$ cat src/hw/rtl/acir_pkg.sv
// Shared types, constants and frame builder for the IR frame pulse encoder.
`timescale 1ns / 1ps

package acir_pkg;

  localparam int FRAME_BYTES = 21;
  localparam int FRAME_BITS  = FRAME_BYTES * 8;
  localparam int BIT_IDX_W   = $clog2(FRAME_BITS);
  localparam int BYTE_POS_W  = BIT_IDX_W - 3;
  localparam int DUR_W       = 16;
  localparam int CFG_ADDR_W  = 3;
  localparam int CFG_DATA_W  = 16;
  localparam int IN_DATA_W   = 16;
  localparam int OUT_DATA_W  = 24;

  localparam logic [BYTE_POS_W-1:0] SEC1_END = BYTE_POS_W'(6);
  localparam logic [BYTE_POS_W-1:0] SEC2_END = BYTE_POS_W'(14);
  localparam logic [BYTE_POS_W-1:0] FRAME_END = BYTE_POS_W'(FRAME_BYTES);

  localparam logic [7:0] HDR_BYTE0 = 8'h83;
  localparam logic [7:0] HDR_BYTE1 = 8'h06;
  localparam logic [7:0] SEC2_BYTE = 8'h80;
  localparam logic [7:0] CMD_BYTE  = 8'h06;
  localparam logic [7:0] TEMP_MIN  = 8'd18;
  localparam logic [7:0] TEMP_MAX  = 8'd32;
  localparam logic [7:0] TEMP_AUTO = 8'd23;

  typedef enum logic [CFG_ADDR_W-1:0] {
    CFG_HEADER_MARK  = 3'd0,
    CFG_HEADER_SPACE = 3'd1,
    CFG_BIT_MARK     = 3'd2,
    CFG_ONE_SPACE    = 3'd3,
    CFG_ZERO_SPACE   = 3'd4,
    CFG_SECTION_GAP  = 3'd5,
    CFG_END_GAP      = 3'd6
  } cfg_idx_t;

  typedef enum logic {
    OP_LOAD  = 1'b0,
    OP_FETCH = 1'b1
  } op_t;

  typedef enum logic [2:0] {
    MODE_AUTO = 3'd0,
    MODE_COOL = 3'd1,
    MODE_DRY  = 3'd2,
    MODE_FAN  = 3'd3,
    MODE_HEAT = 3'd4
  } mode_t;

  typedef enum logic [2:0] {
    ST_HEADER = 3'b001,
    ST_BITS   = 3'b010,
    ST_FOOTER = 3'b100
  } stage_t;

  typedef struct packed {
    logic [DUR_W-1:0] header_mark_us;
    logic [DUR_W-1:0] header_space_us;
    logic [DUR_W-1:0] bit_mark_us;
    logic [DUR_W-1:0] one_space_us;
    logic [DUR_W-1:0] zero_space_us;
    logic [DUR_W-1:0] section_gap_us;
    logic [DUR_W-1:0] end_gap_us;
  } cfg_t;

  typedef struct packed {
    logic       power_on;
    logic [2:0] ac_mode;
    logic [1:0] fan_speed;
    logic [7:0] temp_celsius;
    logic       swing_on;
  } settings_t;

  typedef struct packed {
    logic [DUR_W-1:0] duration_us;
    logic             is_mark;
    logic             last;
    logic             valid_res;
  } res_t;

  function automatic logic [FRAME_BITS-1:0] build_frame(settings_t s);
    logic [FRAME_BITS-1:0] f;
    logic [2:0] mc;
    logic [1:0] fc;
    logic [7:0] t;
    logic [7:0] toff;
    logic [7:0] b2;
    logic [7:0] b3;
    logic [7:0] b8;
    logic       is_auto;
    is_auto = 1'b0;
    unique case (s.ac_mode)
      MODE_COOL: mc = 3'd2;
      MODE_DRY:  mc = 3'd3;
      MODE_FAN:  mc = 3'd4;
      MODE_HEAT: mc = 3'd0;
      default: begin
        mc = 3'd1;
        is_auto = 1'b1;
      end
    endcase
    unique case (s.fan_speed)
      2'd0: fc = 2'd0;
      2'd1: fc = 2'd3;
      2'd2: fc = 2'd2;
      default: fc = 2'd1;
    endcase
    t = s.temp_celsius;
    if (t < TEMP_MIN) t = TEMP_MIN;
    if (t > TEMP_MAX) t = TEMP_MAX;
    if (is_auto) t = TEMP_AUTO;
    toff = t - TEMP_MIN;
    b2 = {s.swing_on, 4'b0000, s.power_on, fc};
    b3 = {toff[3:0], 1'b0, mc};
    b8 = {1'b0, s.swing_on, 6'b000000};
    f = '0;
    f[0*8 +: 8]  = HDR_BYTE0;
    f[1*8 +: 8]  = HDR_BYTE1;
    f[2*8 +: 8]  = b2;
    f[3*8 +: 8]  = b3;
    f[6*8 +: 8]  = SEC2_BYTE;
    f[8*8 +: 8]  = b8;
    f[13*8 +: 8] = b2 ^ b3 ^ SEC2_BYTE ^ b8;
    f[15*8 +: 8] = CMD_BYTE;
    f[20*8 +: 8] = CMD_BYTE;
    return f;
  endfunction

endpackage

$ cat src/hw/rtl/acir_seq.sv
// Frame store and pulse sequencer: one duration per fetch item.
`timescale 1ns / 1ps

module acir_seq (
  input  logic               clk,
  input  logic               rst_n,
  input  logic               step,
  input  logic               op,
  input  acir_pkg::settings_t settings,
  input  acir_pkg::cfg_t     cfg,
  output acir_pkg::res_t     res,
  output logic               res_vld
);
  import acir_pkg::*;

  logic [FRAME_BITS-1:0] frame_r;
  logic [FRAME_BITS-1:0] frame_nxt;
  logic                  load;
  logic [BYTE_POS_W-1:0] byte_pos_r, byte_pos_nxt;
  logic [2:0]            bit_pos_r, bit_pos_nxt;
  logic                  mark_r, mark_nxt;
  stage_t                stage_r, stage_nxt;
  logic                  active_r, active_nxt;
  logic [BIT_IDX_W-1:0]  bit_idx;
  logic                  cur_bit;

  assign bit_idx = {byte_pos_r, bit_pos_r};
  assign cur_bit = (byte_pos_r < FRAME_END) ? frame_r[bit_idx] : 1'b0;
  assign load      = step && (op == OP_LOAD);
  assign frame_nxt = build_frame(settings);
  assign res_vld   = step && (op == OP_FETCH);

  always_comb begin
    byte_pos_nxt = byte_pos_r;
    bit_pos_nxt  = bit_pos_r;
    mark_nxt     = mark_r;
    stage_nxt    = stage_r;
    active_nxt   = active_r;
    res          = '0;
    if (load) begin
      byte_pos_nxt = '0;
      bit_pos_nxt  = '0;
      mark_nxt     = 1'b1;
      stage_nxt    = ST_HEADER;
      active_nxt   = 1'b1;
    end else if (res_vld && active_r) begin
      res.valid_res = 1'b1;
      if (stage_r == ST_HEADER) begin
        if (mark_r) begin
          res.duration_us = cfg.header_mark_us;
          res.is_mark     = 1'b1;
          mark_nxt        = 1'b0;
        end else begin
          res.duration_us = cfg.header_space_us;
          mark_nxt        = 1'b1;
          stage_nxt       = ST_BITS;
        end
      end else if (stage_r == ST_BITS) begin
        if (mark_r) begin
          res.duration_us = cfg.bit_mark_us;
          res.is_mark     = 1'b1;
          mark_nxt        = 1'b0;
        end else begin
          res.duration_us = cur_bit ? cfg.one_space_us : cfg.zero_space_us;
          mark_nxt        = 1'b1;
          bit_pos_nxt     = bit_pos_r + 3'd1;
          if (bit_pos_r == 3'd7) begin
            byte_pos_nxt = byte_pos_r + BYTE_POS_W'(1);
            if (byte_pos_nxt == SEC1_END || byte_pos_nxt == SEC2_END ||
                byte_pos_nxt >= FRAME_END) begin
              stage_nxt = ST_FOOTER;
            end
          end
        end
      end else begin
        if (mark_r) begin
          res.duration_us = cfg.bit_mark_us;
          res.is_mark     = 1'b1;
          mark_nxt        = 1'b0;
        end else if (byte_pos_r >= FRAME_END) begin
          res.duration_us = cfg.end_gap_us;
          res.last        = 1'b1;
          byte_pos_nxt    = '0;
          bit_pos_nxt     = '0;
          mark_nxt        = 1'b1;
          stage_nxt       = ST_HEADER;
          active_nxt      = 1'b0;
        end else begin
          res.duration_us = cfg.section_gap_us;
          mark_nxt        = 1'b1;
          stage_nxt       = ST_BITS;
        end
      end
    end
  end

  always_ff @(posedge clk) begin
    if (load) begin
      frame_r <= frame_nxt;
    end
  end

  always_ff @(posedge clk) begin
    if (!rst_n) begin
      byte_pos_r <= '0;
      bit_pos_r  <= '0;
      mark_r     <= 1'b1;
      stage_r    <= ST_HEADER;
      active_r   <= 1'b0;
    end else begin
      byte_pos_r <= byte_pos_nxt;
      bit_pos_r  <= bit_pos_nxt;
      mark_r     <= mark_nxt;
      stage_r    <= stage_nxt;
      active_r   <= active_nxt;
    end
  end

`ifndef SYNTHESIS
  a_idle_at_header: assert property (@(posedge clk) disable iff (!rst_n)
    !active_r |-> (stage_r == ST_HEADER && mark_r && byte_pos_r == '0))
    else $error("inactive sequencer not parked at header");

  a_byte_pos_range: assert property (@(posedge clk) disable iff (!rst_n)
    byte_pos_r <= FRAME_END)
    else $error("byte position beyond frame end");

  a_last_ends_frame: assert property (@(posedge clk) disable iff (!rst_n)
    (res_vld && res.last) |=> !active_r)
    else $error("frame still active after end gap");
`endif

endmodule

$ cat src/hw/rtl/ac_ir_frame_pulse_encoder.sv
// Top level: config registers, sequencer and output skid stage.
`timescale 1ns / 1ps
// A fetch item's duration reaches out_* through the output register or skid.
// Throughput: one item per cycle while the skid is empty; a load gives no output.
// The output register plus a one-entry skid absorb one item while out stalls.
// Reset (rst_n low, synchronous): timing registers return to defaults,
// no frame active, output and skid empty; the frame store is not cleared.

module ac_ir_frame_pulse_encoder (
  input  logic                                clk,
  input  logic                                rst_n,
  input  logic                                in_tvalid,
  output logic                                in_tready,
  // power_on, ac_mode[2:0], fan_speed[1:0], temp_celsius[7:0], swing_on, pad
  input  logic [acir_pkg::IN_DATA_W-1:0]      in_tdata,
  // op
  input  logic                                in_tuser,
  output logic                                out_tvalid,
  input  logic                                out_tready,
  // duration_us[15:0], is_mark, pad
  output logic [acir_pkg::OUT_DATA_W-1:0]     out_tdata,
  // valid_res
  output logic                                out_tuser,
  output logic                                out_tlast,
  input  logic                                cfg_we,
  input  logic [acir_pkg::CFG_ADDR_W-1:0]     cfg_addr,
  input  logic [acir_pkg::CFG_DATA_W-1:0]     cfg_wdata
);
  import acir_pkg::*;

  cfg_t      cfg_r;
  settings_t settings;
  res_t      res;
  logic      res_vld;
  logic      in_fire;
  logic      out_fire;
  res_t      out_r;
  logic      out_vld_r;
  res_t      skid_r;
  logic      skid_vld_r;

  assign in_tready = !skid_vld_r;
  assign in_fire   = in_tvalid && in_tready;
  assign out_fire  = out_vld_r && out_tready;

  assign settings.power_on     = in_tdata[0];
  assign settings.ac_mode      = in_tdata[3:1];
  assign settings.fan_speed    = in_tdata[5:4];
  assign settings.temp_celsius = in_tdata[13:6];
  assign settings.swing_on     = in_tdata[14];

  always_ff @(posedge clk) begin
    if (!rst_n) begin
      cfg_r.header_mark_us  <= 16'd8950;
      cfg_r.header_space_us <= 16'd4484;
      cfg_r.bit_mark_us     <= 16'd597;
      cfg_r.one_space_us    <= 16'd1649;
      cfg_r.zero_space_us   <= 16'd533;
      cfg_r.section_gap_us  <= 16'd7920;
      cfg_r.end_gap_us      <= 16'd30000;
    end else if (cfg_we) begin
      unique case (cfg_addr)
        CFG_HEADER_MARK:  cfg_r.header_mark_us  <= cfg_wdata;
        CFG_HEADER_SPACE: cfg_r.header_space_us <= cfg_wdata;
        CFG_BIT_MARK:     cfg_r.bit_mark_us     <= cfg_wdata;
        CFG_ONE_SPACE:    cfg_r.one_space_us    <= cfg_wdata;
        CFG_ZERO_SPACE:   cfg_r.zero_space_us   <= cfg_wdata;
        CFG_SECTION_GAP:  cfg_r.section_gap_us  <= cfg_wdata;
        CFG_END_GAP:      cfg_r.end_gap_us      <= cfg_wdata;
        default: ;
      endcase
    end
  end

  acir_seq u_seq (
    .clk      (clk),
    .rst_n    (rst_n),
    .step     (in_fire),
    .op       (in_tuser),
    .settings (settings),
    .cfg      (cfg_r),
    .res      (res),
    .res_vld  (res_vld)
  );

  always_ff @(posedge clk) begin
    if (!rst_n) begin
      out_vld_r  <= 1'b0;
      skid_vld_r <= 1'b0;
    end else if (skid_vld_r) begin
      if (out_fire) begin
        skid_vld_r <= 1'b0;
      end
    end else if (res_vld) begin
      if (out_vld_r && !out_tready) begin
        skid_vld_r <= 1'b1;
      end else begin
        out_vld_r <= 1'b1;
      end
    end else if (out_fire) begin
      out_vld_r <= 1'b0;
    end
  end

  always_ff @(posedge clk) begin
    if (skid_vld_r) begin
      if (out_fire) begin
        out_r <= skid_r;
      end
    end else if (res_vld) begin
      if (out_vld_r && !out_tready) begin
        skid_r <= res;
      end else begin
        out_r <= res;
      end
    end
  end

  assign out_tvalid = out_vld_r;
  assign out_tdata  = {{(OUT_DATA_W - DUR_W - 1){1'b0}}, out_r.is_mark, out_r.duration_us};
  assign out_tuser  = out_r.valid_res;
  assign out_tlast  = out_r.last;

`ifndef SYNTHESIS
  a_skid_needs_out: assert property (@(posedge clk) disable iff (!rst_n)
    skid_vld_r |-> out_vld_r)
    else $error("skid holds an item while output is empty");

  a_stall_fills_skid: assert property (@(posedge clk) disable iff (!rst_n)
    (res_vld && out_vld_r && !out_tready) |=> skid_vld_r)
    else $error("stalled item not captured in skid");

  a_last_is_valid: assert property (@(posedge clk) disable iff (!rst_n)
    (out_vld_r && out_r.last) |-> out_r.valid_res)
    else $error("last flag on an invalid result");
`endif

endmodule
$ cat config.mk
export PLATFORM = sky130hd
export DESIGN_NAME = ac_ir_frame_pulse_encoder
export DESIGN_NICKNAME = d
export VERILOG_FILES = /design/src/hw/rtl/acir_pkg.sv /design/src/hw/rtl/acir_seq.sv /design/src/hw/rtl/ac_ir_frame_pulse_encoder.sv
export SDC_FILE = /design/constraint.sdc
export NUM_CORES = 1
export LEC_CHECK = 0
export BUFFER_PORTS_ARGS = -buffer_cell sky130_fd_sc_hd__buf_2
export CAP_MARGIN = 20
export CORE_MARGIN = 2
export CORE_UTILIZATION = 56
export CTS_BUF_LIST = sky130_fd_sc_hd__clkbuf_16
export CTS_CLUSTER_DIAMETER = 150
export DETAILED_ROUTE_END_ITERATION = 12
export PLACE_DENSITY = 0.75
export SLEW_MARGIN = 5
export SYNTH_ARGS = -nofsm -noshare
export SYNTH_HDL_FRONTEND = slang
export SYNTH_SLANG_ARGS = --single-unit
export TNS_END_PERCENT = 30
$ cat constraint.sdc
create_clock -name clk -period 8.2 [get_ports clk]
set_input_delay 1.64 -clock clk [delete_from_list [all_inputs] [get_ports clk]]
set_output_delay 1.64 -clock clk [all_outputs]
set_load 0.01 [all_outputs]
==> impl_metrics.yaml <==
grt:
  grt_pass1_wl_um: 34300
  grt_pass1_vias: 6515
  grt-ovfl-total: 0
  grt_max_degree: 118
  antenna_found_initial: 0
  track_usage_pct: 26.4
yosys:
  ys_seq_area_share_pct: 47.2
  syn_inst: 987
  yosys_warnings: 0
  synthAdderAreaFrac_pct: 1.28
  synth_commonest_cells: "273 x nand2_1, 127 x dfxtp_1, 75 x a21boi_0"
  synth_top_family_by_area: "simple AND/OR/NAND/NOR gates"
  muxShareOfSynthArea_pct: 2.85
  ys_ff_latch: 181
  yosys.area.top_type: "dfxtp_1"
  synth_area_leaders: "dfxtp_1 29%, edfxtp_1 18%, nand2_1 12%"
  synth.most_common_cell: "nand2_1"
  synth-simple-area-share_pct: 22.3
  yosysTopAreaCellShare_pct: 28.8
  synthFlopType: "dfxtp_1"
  synth_xor_area_share_pct: 0.993
  netlist_area_um2: 8820
  ys_async_sr_fraction_pct: 0
  synth_edf_count: 54
  synth_cell_types: 70
  synth_compound_area_share_pct: 19.0
  avgSynthCellArea_um2: 8.93
drt:
  drc: 0
  drt_iter0_markers: 601
  wl_per_cell_um: 17.3
  first_pass_iters: 5
  wirelength_um: 21400
  ant_nets: 0
  vias: 7164
  via_per_inst: 5.79
timing:
  fin_ws_ns: 4.73
  clock-skew-final_ns: 0.00817
  hold_violations: 0
  setup_tns_ns: 0
  fin_crit_ns: 3.47
  worstMarginPinSlew_ns: 1.09
  drv_slew: 0
  fin_crit_sh_pct: 42.3
  max_slew_margin_pct: 27.3
  rsz0062_at_grt: "false"
  max_freq_ghz: 0.288
  setup_viol: 0
power_and_ir_drop:
  p_per_area_nw_per_um2: 203
  p_leak_uw: 0.00375
  vdd_drop_max_v: 0.000159
floorplan:
  fp.dieH_um: 129
  row_count: 45
  initial_utilization_pct: 57.6
  core_um2: 15300
  die_area_um2: 16800
  ios: 69
  die_w_um: 129
placement:
  io_buffers: 60
  place_congestion: 0.820
  hpwl_um: 13300
  dp_slack_ns: 4.36
run:
  cap_violations: 0
cells_and_area:
  layout-drive-gt1-share_pct: 13.9
  multi_input_area_um2: 4140
  antenna_cells: 0
  area_delta_synth_final_pct: 9.34
  ff_latch_area_um2: 4170
  nets: 1064
  fillers: 1355
clocking:
  cts_buffers: 17
  cts_resized: 0
  clkTransAtPathRegs_ns: 0.07
  clock_latency_ns: 0.43
  clock_sinks: 181
  cts_buffer_depth: 2
  cts_setup_buffers: 0
  cts-root-buf: "clkbuf_16"
  cts_hold_buf: 0
  htree_levels: 4
  cts_tree: "done"
setup_path:
  cp_max_fo: 16
  cpPeakStageDelay_ns: 0.67
  cp_slowest_cell: "nand3_1"
  required_ns: 8.46
  endpoint_kind: "flip-flop"
  crit_chain: "buf_2, nand4b_1, inv_1, nand3_1, or2_2, a21boi_0, o211ai_1"
  worstPathArrival_ns: 3.73
  path_class: "input pin to flip-flop"
  cp-start-kind: "input pin"
min_path:
  hp-class: "flip-flop to flip-flop"
run_status:
  outcome: "complete, no violations"
cells in the final DEF (no fill, tap or decap), types with 16 or more instances in the layout:
cell type / n
a21boi_0: 75
a21oi_1: 20
a31oi_1: 16
buf_2: 60
clkbuf_16: 17
dfxtp_1: 126
edfxtp_1: 54
mux2i_1: 24
nand2_1: 273
nand3_1: 56
nor2_1: 66
o211ai_1: 19
o31ai_1: 19
kinds of logic after synthesis:
logic type | Yosys count
AND/OR/NAND/NOR | 452
AO/OA/AOI/OAI | 227
flip-flops | 181
buffers and inverters | 82
multiplexers | 25
XOR/XNOR | 10
adder cells (fa/ha/maj) | 9
other | 1
stage by stage:
stage	instance area, um^2	utilization, %	std cells	hold slack, ns	total power [uW]
3_3_place_gp	9010	58.8	1206	0.450	1100
2_1_floorplan	8840	-	993	0.440	1060
6_report	9640	63.0	1238	0.467	1960
3_5_place_dp	9010	58.8	1206	0.455	1100
4_1_cts	9640	63.0	1238	0.469	1960
5_1_grt	9640	63.0	1238	0.485	2010
critical path: cells and delay by family:
kind	cells	cell delay (ns)
buffers and inverters	2	0.28
and+or+nand+nor	3	1.51
AOI/OAI and AO/OA	2	0.29
layout make-up:
type / count / share of cell area [%]
Tap cell: 211 / 2.74
Inverter: 11 / 0.428
Multi-Input combinational cell: 730 / 42.9
Timing Repair Buffer: 73 / 4.13
Clock buffer: 17 / 4.41
Clock inverter: 15 / 2.18
Sequential cell: 181 / 43.2
layer usage:
layer / share of wire (%) / global-route usage (%) / routed length, um / vias to the layer above
met4: 1.7 / 8.79 / 363 / 0
li1: - / - / - / 3497
met2: 44 / 39.2 / 9380 / 287
met5: 0 / 0 / 0 / -
met3: 8.7 / 4.71 / 1870 / 32
met1: 46 / 38.9 / 9830 / 3348
flip-flops by register name, indices dropped and copies added (netlist names):
name / cells
u_seq.byte_pos_r: 5
u_seq.mark_r: 1
u_seq.bit_pos_r: 3
out_tuser: 1
skid_vld_r: 1
out_tvalid: 1
cfg_r: 112
out_tdata: 17
out_tlast: 1
u_seq.active_r: 1
skid_r: 19
u_seq.frame_r: 16
u_seq.stage_r: 3
where the power goes:
| group | internal [uW] | switching (uW) | leakage (uW) |
|---|---|---|---|
| Combinational | 45.5 | 78.8 | 0.00189 |
| Clock | 536 | 340 | 0.000294 |
| Sequential | 948 | 10.9 | 0.00157 |
final timing paths:
path	from	to	slack, ns	cells after the start
worst max-delay path	in_tuser	out_tdata[8]	4.73	7
worst min-delay path	cfg_r[30]	cfg_r[30]	0.47	2
worst max register to register	u_seq.bit_pos_r[0]	out_tdata[10]	4.94	8
worst min register to register	cfg_r[30]	cfg_r[30]	0.47	2
(Power assumes the default switching activity.)
